File: config.mk
export PLATFORM = sky130hd
export DESIGN_NAME = hsv_to_rgb_converter_core
export DESIGN_NICKNAME = d
export VERILOG_FILES = /design/src/rtl/hsv2rgb_pkg.sv /design/src/rtl/hsv2rgb_chan.sv /design/src/rtl/hsv_to_rgb_converter_core.sv
export SDC_FILE = /design/constraint.sdc
export NUM_CORES = 2
export LEC_CHECK = 0
export BUFFER_PORTS_ARGS = -buffer_cell sky130_fd_sc_hd__buf_2
export CELL_PAD_IN_SITES_DETAIL_PLACEMENT = 0
export CELL_PAD_IN_SITES_GLOBAL_PLACEMENT = 2
export CORE_ASPECT_RATIO = 1.25
export CORE_MARGIN = 2
export CORE_UTILIZATION = 44
export DETAILED_ROUTE_END_ITERATION = 7
export GPL_ROUTABILITY_DRIVEN = 0
export HOLD_SLACK_MARGIN = 0.12
export MAX_ROUTING_LAYER = met4
export PLACE_DENSITY = 0.89
export SLEW_MARGIN = 20
export SYNTH_ARGS = -nofsm -noshare
export SYNTH_HDL_FRONTEND = slang
export SYNTH_HIERARCHICAL = 1
export SYNTH_SLANG_ARGS = --single-unit
File: constraint.sdc
create_clock -name clk -period 10.4 [get_ports clk]
set_input_delay 2.08 -clock clk [delete_from_list [all_inputs] [get_ports clk]]
set_output_delay 2.08 -clock clk [all_outputs]
set_load 0.01 [all_outputs]
File: src/rtl/hsv2rgb_pkg.sv
package hsv2rgb_pkg;

	// field widths
	localparam int HUE_W = 24;
	localparam int LEVEL_FRAC_BITS = 16;
	localparam int LVL_W = LEVEL_FRAC_BITS + 1;
	localparam int HUE_FRAC_BITS = 6;

	// hue geometry
	localparam longint unsigned SECTOR_UNITS = longint'(60) << HUE_FRAC_BITS;
	localparam longint unsigned TURN_UNITS = 6 * SECTOR_UNITS;
	localparam longint unsigned LEVEL_ONE = longint'(1) << LEVEL_FRAC_BITS;

	// bias that makes any hue non-negative, a whole number of turns
	localparam longint unsigned HUE_NEG_MAX = longint'(1) << (HUE_W - 1);
	localparam longint unsigned HUE_BIAS =
		((HUE_NEG_MAX + TURN_UNITS - 1) / TURN_UNITS) * TURN_UNITS;
	localparam longint unsigned U_MAX = HUE_NEG_MAX - 1 + HUE_BIAS;
	localparam int U_W = $clog2(U_MAX + 1);

	// turn quotient by reciprocal, low by at most one
	localparam longint unsigned TURN_RECIP = (longint'(1) << U_W) / TURN_UNITS;
	localparam int TR_W = $clog2(TURN_RECIP + 1);
	localparam int Q_W = $clog2(U_MAX / TURN_UNITS + 1);
	localparam int R_W = $clog2(2 * TURN_UNITS);
	localparam int HW_W = $clog2(TURN_UNITS);
	localparam int REM_W = $clog2(SECTOR_UNITS);

	// sector quotient of sat * rem
	localparam longint unsigned X_MAX = LEVEL_ONE * (SECTOR_UNITS - 1);
	localparam int X_W = $clog2(X_MAX + 1);
	localparam longint unsigned SECTOR_RECIP = (longint'(1) << X_W) / SECTOR_UNITS;
	localparam int SR_W = $clog2(SECTOR_RECIP + 1);
	localparam int RX_W = $clog2(2 * SECTOR_UNITS);

	// sector codes
	localparam int SECT_W = 3;
	localparam logic [SECT_W-1:0] SEC_R_Y = 3'd0;
	localparam logic [SECT_W-1:0] SEC_Y_G = 3'd1;
	localparam logic [SECT_W-1:0] SEC_G_C = 3'd2;
	localparam logic [SECT_W-1:0] SEC_C_B = 3'd3;
	localparam logic [SECT_W-1:0] SEC_B_M = 3'd4;
	localparam logic [SECT_W-1:0] SEC_M_R = 3'd5;
	localparam int SECTORS = 6;

	// stream packing
	localparam int S_DATA_W = 64;
	localparam int M_DATA_W = 48;
	localparam int CH_W = 8;

	typedef struct packed {
		logic mul;
		logic scl;
	} chan_en_t;

endpackage

File: src/rtl/hsv2rgb_chan.sv
module hsv2rgb_chan
	import hsv2rgb_pkg::*;
(
	input  logic             clk,
	input  chan_en_t         en,
	input  logic [LVL_W-1:0] val,
	input  logic [LVL_W-1:0] fac,
	output logic [CH_W-1:0]  ch
);

	logic [2*LVL_W-1:0] prod_s11;
	logic [2*LVL_W+7:0] scaled;
	logic [CH_W-1:0]    ch_s12;

	// 255 * p as (p << 8) - p, then drop both level fractions
	assign scaled = {prod_s11, 8'b0} - (2*LVL_W+8)'(prod_s11);

	always_ff @(posedge clk) begin
		if (en.mul) begin
			prod_s11 <= val * fac;
		end
		if (en.scl) begin
			ch_s12 <= scaled[2*LEVEL_FRAC_BITS+7:2*LEVEL_FRAC_BITS];
		end
	end

	assign ch = ch_s12;

endmodule

File: src/rtl/hsv_to_rgb_converter_core.sv
// HSV to RGB color converter, one pixel per clock while the output is not stalled.
//
// Input stream (s_*): one word per pixel, tdata = hue (24b signed, 1/64 degree,
// any turn count), saturation (17b, Q1.16), brightness (17b, Q1.16). Levels
// above 1.0 clamp to 1.0; hue wraps exactly into [0,360).
// Output stream (m_*): red, green, blue bytes and packed_color = {r, g, b}.
//
// Thirteen register stages: bias/clamp, turn quotient by reciprocal, turn
// remainder, wrap correction, sector split, sat * rem, sector quotient by
// reciprocal, sector remainder, quotient correction, p/q/t factors, v * factor
// products, scale by 255, sector select into the output register.
// Throughput is one word per clock while the receiver keeps m_tready high, set
// by the fully pipelined datapath.
// Each stage has its own valid bit and advances when it is empty or the next
// stage advances, so bubbles collapse and input keeps flowing while the
// output word waits. A receiver stall backs up stage by stage; s_tready drops
// only when all stages hold data. Nothing is lost or repeated.
// Reset clears every valid bit; datapath registers are not reset.
module hsv_to_rgb_converter_core
	import hsv2rgb_pkg::*;
(
	input  logic                clk,
	input  logic                arst_n,
	input  logic                s_tvalid,
	output logic                s_tready,
	input  logic [S_DATA_W-1:0] s_tdata,  // [23:0] hue, [40:24] saturation, [57:41] brightness
	output logic                m_tvalid,
	input  logic                m_tready,
	output logic [M_DATA_W-1:0] m_tdata   // [7:0] red, [15:8] green, [23:16] blue, [47:24] packed_color
);

	localparam int STAGES = 13;

	// handshake / valid chain
	logic [STAGES:1] vld_q;
	logic [STAGES:1] en;
	logic [STAGES:1] vin;

	// input fields
	logic [HUE_W-1:0] hue;
	logic [LVL_W-1:0] sat_in;
	logic [LVL_W-1:0] val_in;

	assign hue    = s_tdata[HUE_W-1:0];
	assign sat_in = s_tdata[HUE_W+LVL_W-1:HUE_W];
	assign val_in = s_tdata[HUE_W+2*LVL_W-1:HUE_W+LVL_W];

	// stage advances when empty or when the stage after it (or the output) advances
	for (genvar k = 1; k <= STAGES; k++) begin : g_en
		assign en[k] = m_tready | ~(&vld_q[STAGES:k]);
	end

	assign vin = {vld_q[STAGES-1:1], s_tvalid};

	always_ff @(posedge clk or negedge arst_n) begin
		if (!arst_n) begin
			vld_q <= '0;
		end else begin
			vld_q <= (en & vin) | (~en & vld_q);
		end
	end

	assign s_tready = en[1];
	assign m_tvalid = vld_q[STAGES];

	// stage 1: bias hue positive, clamp levels
	logic [U_W-1:0]   u_s1;
	logic [LVL_W-1:0] sat_s1, val_s1;

	always_ff @(posedge clk) begin
		if (en[1]) begin
			u_s1   <= {{(U_W-HUE_W){hue[HUE_W-1]}}, hue} + U_W'(HUE_BIAS);
			sat_s1 <= (sat_in > LVL_W'(LEVEL_ONE)) ? LVL_W'(LEVEL_ONE) : sat_in;
			val_s1 <= (val_in > LVL_W'(LEVEL_ONE)) ? LVL_W'(LEVEL_ONE) : val_in;
		end
	end

	// stage 2: turn count estimate
	logic [U_W+TR_W-1:0] tprod;
	logic [Q_W-1:0]      tq_s2;
	logic [U_W-1:0]      u_s2;
	logic [LVL_W-1:0]    sat_s2, val_s2;

	assign tprod = u_s1 * TR_W'(TURN_RECIP);

	always_ff @(posedge clk) begin
		if (en[2]) begin
			tq_s2  <= tprod[U_W+Q_W-1:U_W];
			u_s2   <= u_s1;
			sat_s2 <= sat_s1;
			val_s2 <= val_s1;
		end
	end

	// stage 3: remainder, below two turns
	logic [U_W-1:0]   tsub;
	logic [R_W-1:0]   r_s3;
	logic [LVL_W-1:0] sat_s3, val_s3;

	assign tsub = u_s2 - U_W'(tq_s2 * TURN_UNITS);

	always_ff @(posedge clk) begin
		if (en[3]) begin
			r_s3   <= tsub[R_W-1:0];
			sat_s3 <= sat_s2;
			val_s3 <= val_s2;
		end
	end

	// stage 4: fix estimate that came out one low
	logic [R_W-1:0]   hw_full;
	logic [HW_W-1:0]  hw_s4;
	logic [LVL_W-1:0] sat_s4, val_s4;

	assign hw_full = (r_s3 >= R_W'(TURN_UNITS)) ? r_s3 - R_W'(TURN_UNITS) : r_s3;

	always_ff @(posedge clk) begin
		if (en[4]) begin
			hw_s4  <= hw_full[HW_W-1:0];
			sat_s4 <= sat_s3;
			val_s4 <= val_s3;
		end
	end

	// stage 5: sector and offset within it
	logic [SECT_W-1:0] sect_d;
	logic [HW_W-1:0]   base_d;
	logic [HW_W-1:0]   rem_full;
	logic [SECT_W-1:0] sect_s5;
	logic [REM_W-1:0]  rem_s5;
	logic [LVL_W-1:0]  sat_s5, val_s5;

	always_comb begin
		sect_d = SEC_R_Y;
		base_d = '0;
		for (int k = 1; k < SECTORS; k++) begin
			if (hw_s4 >= HW_W'(k * SECTOR_UNITS)) begin
				sect_d = SECT_W'(k);
				base_d = HW_W'(k * SECTOR_UNITS);
			end
		end
	end

	assign rem_full = hw_s4 - base_d;

	always_ff @(posedge clk) begin
		if (en[5]) begin
			sect_s5 <= sect_d;
			rem_s5  <= rem_full[REM_W-1:0];
			sat_s5  <= sat_s4;
			val_s5  <= val_s4;
		end
	end

	// stage 6: s * rem
	logic [LVL_W+REM_W-1:0] xfull;
	logic [X_W-1:0]         x_s6;
	logic [SECT_W-1:0]      sect_s6;
	logic [LVL_W-1:0]       sat_s6, val_s6;

	assign xfull = sat_s5 * rem_s5;

	always_ff @(posedge clk) begin
		if (en[6]) begin
			x_s6    <= xfull[X_W-1:0];
			sect_s6 <= sect_s5;
			sat_s6  <= sat_s5;
			val_s6  <= val_s5;
		end
	end

	// stage 7: x / sector estimate
	logic [X_W+SR_W-1:0] qprod;
	logic [LVL_W-1:0]    qe_s7;
	logic [X_W-1:0]      x_s7;
	logic [SECT_W-1:0]   sect_s7;
	logic [LVL_W-1:0]    sat_s7, val_s7;

	assign qprod = x_s6 * SR_W'(SECTOR_RECIP);

	always_ff @(posedge clk) begin
		if (en[7]) begin
			qe_s7   <= qprod[X_W+LVL_W-1:X_W];
			x_s7    <= x_s6;
			sect_s7 <= sect_s6;
			sat_s7  <= sat_s6;
			val_s7  <= val_s6;
		end
	end

	// stage 8: remainder of that estimate
	logic [X_W-1:0]    rsub;
	logic [RX_W-1:0]   rx_s8;
	logic [LVL_W-1:0]  qe_s8;
	logic [SECT_W-1:0] sect_s8;
	logic [LVL_W-1:0]  sat_s8, val_s8;

	assign rsub = x_s7 - X_W'(qe_s7 * SECTOR_UNITS);

	always_ff @(posedge clk) begin
		if (en[8]) begin
			rx_s8   <= rsub[RX_W-1:0];
			qe_s8   <= qe_s7;
			sect_s8 <= sect_s7;
			sat_s8  <= sat_s7;
			val_s8  <= val_s7;
		end
	end

	// stage 9: corrected floor and inexact flag (floor vs ceil for t)
	logic              fix;
	logic [RX_W-1:0]   rx_fix;
	logic [LVL_W-1:0]  qf_s9;
	logic              nz_s9;
	logic [SECT_W-1:0] sect_s9;
	logic [LVL_W-1:0]  sat_s9, val_s9;

	assign fix    = rx_s8 >= RX_W'(SECTOR_UNITS);
	assign rx_fix = fix ? rx_s8 - RX_W'(SECTOR_UNITS) : rx_s8;

	always_ff @(posedge clk) begin
		if (en[9]) begin
			qf_s9   <= qe_s8 + LVL_W'(fix);
			nz_s9   <= rx_fix != '0;
			sect_s9 <= sect_s8;
			sat_s9  <= sat_s8;
			val_s9  <= val_s8;
		end
	end

	// stage 10: factors; t uses s*(D-rem)/D = s - ceil(s*rem/D)
	logic [LVL_W:0]    ftsum;
	logic [LVL_W-1:0]  fp_s10, fq_s10, ft_s10;
	logic [SECT_W-1:0] sect_s10;
	logic [LVL_W-1:0]  val_s10;

	assign ftsum = (LVL_W+1)'(LEVEL_ONE) - {1'b0, sat_s9} + {1'b0, qf_s9}
		+ (LVL_W+1)'(nz_s9);

	always_ff @(posedge clk) begin
		if (en[10]) begin
			fp_s10   <= LVL_W'(LEVEL_ONE) - sat_s9;
			fq_s10   <= LVL_W'(LEVEL_ONE) - qf_s9;
			ft_s10   <= ftsum[LVL_W-1:0];
			sect_s10 <= sect_s9;
			val_s10  <= val_s9;
		end
	end

	// stages 11-12: v * factor, scale by 255
	chan_en_t        chan_en;
	logic [CH_W-1:0] cp, cq, ct;

	assign chan_en = '{mul: en[11], scl: en[12]};

	hsv2rgb_chan u_chan_p (.clk(clk), .en(chan_en), .val(val_s10), .fac(fp_s10), .ch(cp));
	hsv2rgb_chan u_chan_q (.clk(clk), .en(chan_en), .val(val_s10), .fac(fq_s10), .ch(cq));
	hsv2rgb_chan u_chan_t (.clk(clk), .en(chan_en), .val(val_s10), .fac(ft_s10), .ch(ct));

	// plain v channel needs no multiplier
	logic [LVL_W+7:0]  cvt;
	logic [CH_W-1:0]   cv_s11, cv_s12;
	logic [SECT_W-1:0] sect_s11, sect_s12;

	assign cvt = {val_s10, 8'b0} - (LVL_W+8)'(val_s10);

	always_ff @(posedge clk) begin
		if (en[11]) begin
			cv_s11   <= cvt[LEVEL_FRAC_BITS+7:LEVEL_FRAC_BITS];
			sect_s11 <= sect_s10;
		end
		if (en[12]) begin
			cv_s12   <= cv_s11;
			sect_s12 <= sect_s11;
		end
	end

	// stage 13: pick channels by sector
	logic [CH_W-1:0] r_d, g_d, b_d;
	logic [CH_W-1:0] r_s13, g_s13, b_s13;

	always_comb begin
		unique case (sect_s12)
			SEC_R_Y: begin r_d = cv_s12; g_d = ct;     b_d = cp;     end
			SEC_Y_G: begin r_d = cq;     g_d = cv_s12; b_d = cp;     end
			SEC_G_C: begin r_d = cp;     g_d = cv_s12; b_d = ct;     end
			SEC_C_B: begin r_d = cp;     g_d = cq;     b_d = cv_s12; end
			SEC_B_M: begin r_d = ct;     g_d = cp;     b_d = cv_s12; end
			default: begin r_d = cv_s12; g_d = cp;     b_d = cq;     end
		endcase
	end

	always_ff @(posedge clk) begin
		if (en[13]) begin
			r_s13 <= r_d;
			g_s13 <= g_d;
			b_s13 <= b_d;
		end
	end

	assign m_tdata = {r_s13, g_s13, b_s13, b_s13, g_s13, r_s13};

	// checks
	a_hue_wrapped: assert property (@(posedge clk) disable iff (!arst_n)
		vld_q[4] |-> hw_s4 < HW_W'(TURN_UNITS))
		else $error("wrapped hue not below one turn");

	a_rem_in_sector: assert property (@(posedge clk) disable iff (!arst_n)
		vld_q[5] |-> (rem_s5 < REM_W'(SECTOR_UNITS) && sect_s5 <= SEC_M_R))
		else $error("sector split out of range");

	a_factor_range: assert property (@(posedge clk) disable iff (!arst_n)
		vld_q[10] |-> (ft_s10 <= LVL_W'(LEVEL_ONE) && fq_s10 <= LVL_W'(LEVEL_ONE)
			&& ft_s10 >= fp_s10 && fq_s10 >= fp_s10))
		else $error("p/q/t factor out of range");

	a_full_blocks: assert property (@(posedge clk) disable iff (!arst_n)
		((&vld_q) && !m_tready) |-> !s_tready)
		else $error("input accepted into a full stalled pipeline");

endmodule

Word level (Yosys, flattened, before mapping)
Cells that the tools add are included.

Bits in registers: 777. Bits of input ports: 68. Output and inout port bits: 50. Logic and storage cells: 156.

Add/subtract/negate cells: 16. Multipliers: 8. Order comparisons: 9. Equality and inequality tests: 4. Muxes and demuxes: 14. Bitwise logic cells: 30. Reductions and logical operators: 19.

Operators by type and width (count): 40-bit by 34-bit subtractor with 40-bit output (3); 17-bit by 17-bit multiplier with 34-bit output (3); 8-bit one-hot mux with 3 select lines (3); 12-bit two-way mux (5); 17-bit subtractor, first input constant (3); 28-bit by 17-bit multiplier with 45-bit output, second input constant (1); 17-bit by 1-bit adder with 17-bit output (2); 17-bit > comparator, second input constant (2); 25-bit by 7-bit multiplier with 31-bit output, second input constant (1); 15-bit by 14-bit greater-or-equal comparator with 1-bit output, second input constant (2); 17-bit by 12-bit multiplier with 28-bit output (1); 13-bit AND (2); 25-bit by 24-bit adder with 25-bit output, second input constant (1); 24-bit by 17-bit subtractor with 24-bit output (1); 17-bit adder (1); 17-bit by 4-bit multiplier with 5-bit output, second input constant (1); 16-bit by 15-bit greater-or-equal comparator with 1-bit output, second input constant (1); 16-bit subtractor (1); 15-bit by 12-bit greater-or-equal comparator with 1-bit output, second input constant (1); 15-bit by 13-bit greater-or-equal comparator with 1-bit output, second input constant (1); 15-bit greater-or-equal comparator, second input constant (1); 15-bit two-way mux (1); 15-bit subtractor, second input constant (1); 13-bit by 12-bit greater-or-equal comparator with 1-bit output, second input constant (1); 29 further kinds (60).

Depth between registers and ports, before layout
Depth after elaboration: 7. Depth in mapped cells: 23. Depth with buffers taken out: 22.

Modules after synthesis
Netlist, hierarchy kept.

By module, submodules not included: hsv_to_rgb_converter_core (instances 1, cells each 2776, area each 37232.0 µm², seq. area each 19393.6 µm²); hsv2rgb_chan (u_chan_p ...) (instances 2, cells each 1347, area each 12137.9 µm², seq. area each 1261.2 µm²); hsv2rgb_chan (u_chan_t) (instances 1, cells each 1339, area each 12127.9 µm², seq. area each 1261.2 µm²).

Least setup slack after synthesis
Ideal clock, no wire load.

Path kind: input -> output. Start: input m_tready. End: output s_tready. Arrival: 7052 ps. Data required time: 8320 ps. Slack: 1268 ps. Stages on the path: 7. Path buffers: 0. Cells stage by stage: nor2b_1 > nand2_1 > nor2_1 > nand2_1 > nor2_1 > and2_1 > nand4_1.

Longest elaborated chain between the ends: 1.

Ends and longest elaborated chain: start, declared (RTL line hsv_to_rgb_converter_core.sv:28) `input logic m_tready,`; 1-bit bitwise OR (RTL line hsv_to_rgb_converter_core.sv:50) `assign en[k] = m_tready | ~(&vld_q[STAGES:k]);`; end, declared (RTL line hsv_to_rgb_converter_core.sv:25) `output logic s_tready,`.

No other way between the ends.

Worst setup path after layout
Same ends and word-level chain as after synthesis.

==> impl_metrics.json <==
{
  "layout.cells.non_filler": 9121,
  "dieWidth_um": 370,
  "grt_max_degree": 72,
  "synth_top_area_cell": "edfxtp_1",
  "via_per_inst": 5.12,
  "fin_skew_ns": 0.0840,
  "critical_path_class": "in -> out",
  "cts-root-buf": "clkbuf_16",
  "clock_latency_ns": 0.72,
  "grt_pass1_vias": 50700,
  "die_area_sq_mm": 0.171,
  "start_kind": "input port",
  "fin_setup_tns_ns": 0,
  "synth_top_area_share": 0.310,
  "drtIter0Drc": 2314,
  "syn_to_final_growth_pct": 7.73,
  "required_ns": 8.32,
  "setup_viol": 0,
  "final_nets": 8587,
  "drc": 0,
  "slew_violations": 0,
  "ctsResizeCount": 0,
  "ys_ff_latch": 774,
  "drt_pass1_iterations": 7,
  "core_area_sq_mm": 0.166,
  "die-height_um": 461,
  "synth_edf_count": 761,
  "hold_viol": 0,
  "cts_tree": "yes",
  "synth_area_sq_mm": 0.0736,
  "wl_per_cell_um": 17.1,
  "outcome": "finished, final reports clean",
  "grt_overflow": 0,
  "drt_wl_total_mm": 156,
  "rows": 167,
  "dpl.hpwl_mm": 121,
  "synth_area_leaders": "edfxtp_1 (31%), fa_1 (26%), ha_1 (12%)",
  "yosys_warnings": 6,
  "dpl.cell_count": 8963,
  "cts.clk_slew.worst_paths_ns": 0.06,
  "cp-end-kind": "output port",
  "hold_path_class": "reg -> reg",
  "yosysSeqAreaShare": 0.315,
  "rsz0062_at_grt": "false",
  "synth.avg_cell_area_sq_um": 10.8,
  "max-slew-margin-rel": 0.313,
  "io_pins": 118,
  "hold_buffers": 0,
  "utilization": 0.478,
  "portBuffers": 111,
  "drive_gt1_frac": 0.0532,
  "clkSinkCount": 774,
  "grt_pass1_wl_mm": 260,
  "synth-main-ff-cell": "edfxtp_1",
  "ys_types": 94,
  "maxCapViolations": 0,
  "fin_crit_ns": 7.66,
  "async_reset_ff_frac": 0.0168,
  "syn_inst": 6809,
  "syn_nets": 8544,
  "cts_setup_buffers": 0,
  "fin_crit_sh": 0.736,
  "htree_num_levels": 3,
  "cts_max_path_buffers": 3,
  "arrival_ns": 5.58,
  "worstPathMaxFanout": 61,
  "ant_nets": 0,
  "vias": 46700,
  "antenna_found_initial": 3,
  "track_usage": 0.194,
  "timing.fmax_mhz": 131,
  "start_util": 0.444,
  "cts_made_buffers": 84,
  "worst_slew_pin_slew_ns": 1.02
}
## cell usage after synthesis, types with 6 or more instances
cell and number:
a211o_1 12, a211oi_1 38, a21boi_0 8, a21o_1 150
a21oi_1 209, a221o_1 6, a221oi_1 7, a31oi_1 27
a32oi_1 6, a41oi_1 6, and2_1 502, and3_1 35
and4_1 6, buf_4 26, clkbuf_1 157, dfrtp_1 13
edfxtp_1 761, fa_1 940, ha_1 727, inv_1 1339
mux2_2 13, mux2i_1 26, nand2_1 743, nand2b_1 27
nand3_1 74, nand3b_1 6, nand4_1 33, nor2_1 144
nor2b_1 70, nor3_1 40, nor4_1 25, o211ai_1 14
o21a_1 24, o21ai_0 130, o21ai_1 18, o21bai_1 36
o22ai_1 6, o31ai_1 7, or2_2 11, or3_1 16
or4_1 8, xnor2_1 192, xor2_1 61
## flip-flops by register name (all words and copies together), names as in the netlist, 25 cells and up, named ones only
signal             count
u_chan_q/prod_s11     34
u_chan_t/prod_s11     34
u_chan_p/prod_s11     34
x_s6                  28
u_s1                  25
## final timing paths
kind / from / endpoint / slack, ns / cells after the start
setup / recovery: m_tready / s_tready / 2.74 / 10
hold / removal: sat_s6[6] / sat_s7[6] / 0.38 / 0
setup reg to reg: val_s10[7] / u_chan_p/prod_s11[31] / 3.31 / 21
hold reg to reg: sat_s6[6] / sat_s7[6] / 0.38 / 0
max in group asynchronous: arst_n / asynchronous set/reset pin / 8.79 / 1
min in group asynchronous: arst_n / asynchronous set/reset pin / 1.28 / 1
## kinds of logic (layout without fill, tap and decap cells)
family                   count (synthesis)  count (layout)  share of synthesized area
AND/OR/NAND/NOR                       1762            1762                      0.119
adder cells (fa/ha/maj)               1667            1667                      0.379
buffers and inverters                 1529            1641                     0.0794
AO/OA/AOI/OAI                          785             785                     0.0719
flip-flops                             774             774                      0.315
XOR/XNOR                               253             253                     0.0301
multiplexers                            39              39                    0.00552
other                                    0               3                          0
## layout make-up
type / instances / area, sq um
Antenna cell: 3 / 7.51
Clock buffer: 105 / 2260
Clock inverter: 50 / 602
Fill cell: 15200 / 86600
Inverter: 1339 / 5030
Multi-Input combinational cell: 4506 / 44700
Sequential cell: 774 / 23200
Tap cell: 2197 / 2750
Timing Repair Buffer: 147 / 851
## critical path, stage by stage
cell     delay (ns)
buf_2          0.15
nor2b_1        0.43
nand2_2        0.67
nor2_1         0.73
nand2_2        0.12
nor2_1         0.26
and2_1         0.33
nand4_1        0.15
buf_4          0.37
buf_2          0.25
## through the flow
stage | hold WS (ns) | setup WS, ns | area (sq um)
finish | 0.381 | 2.74 | 79300
global route | 0.392 | 2.46 | 79300
CTS | 0.374 | 2.79 | 79300
detailed placement | 0.405 | 2.80 | 76500
global placement | 0.400 | 3.00 | 76500
floorplan | 0.400 | 1.27 | 73600
## cell usage in the layout (no fill, tap or decap), types with 130 or more instances in the layout
cell,instances
a21oi_1,209
inv_1,1335
and2_1,502
edfxtp_1,761
nor2_1,144
o21ai_0,130
xnor2_1,192
ha_1,727
a21o_1,150
fa_1,940
nand2_1,740
## per-layer routing
layer | vias to the layer above | wire (um) | track usage
met5 | - | 0 | -
met4 | 0 | 3900 | 0.0535
met3 | 220 | 5090 | 0.0171
met2 | 826 | 82900 | 0.359
met1 | 23500 | 63700 | 0.225
li1 | 22100 | - | -
Power is not shown: default switching activity piles up to over one toggle a cycle in this logic, so the estimate is an artifact.
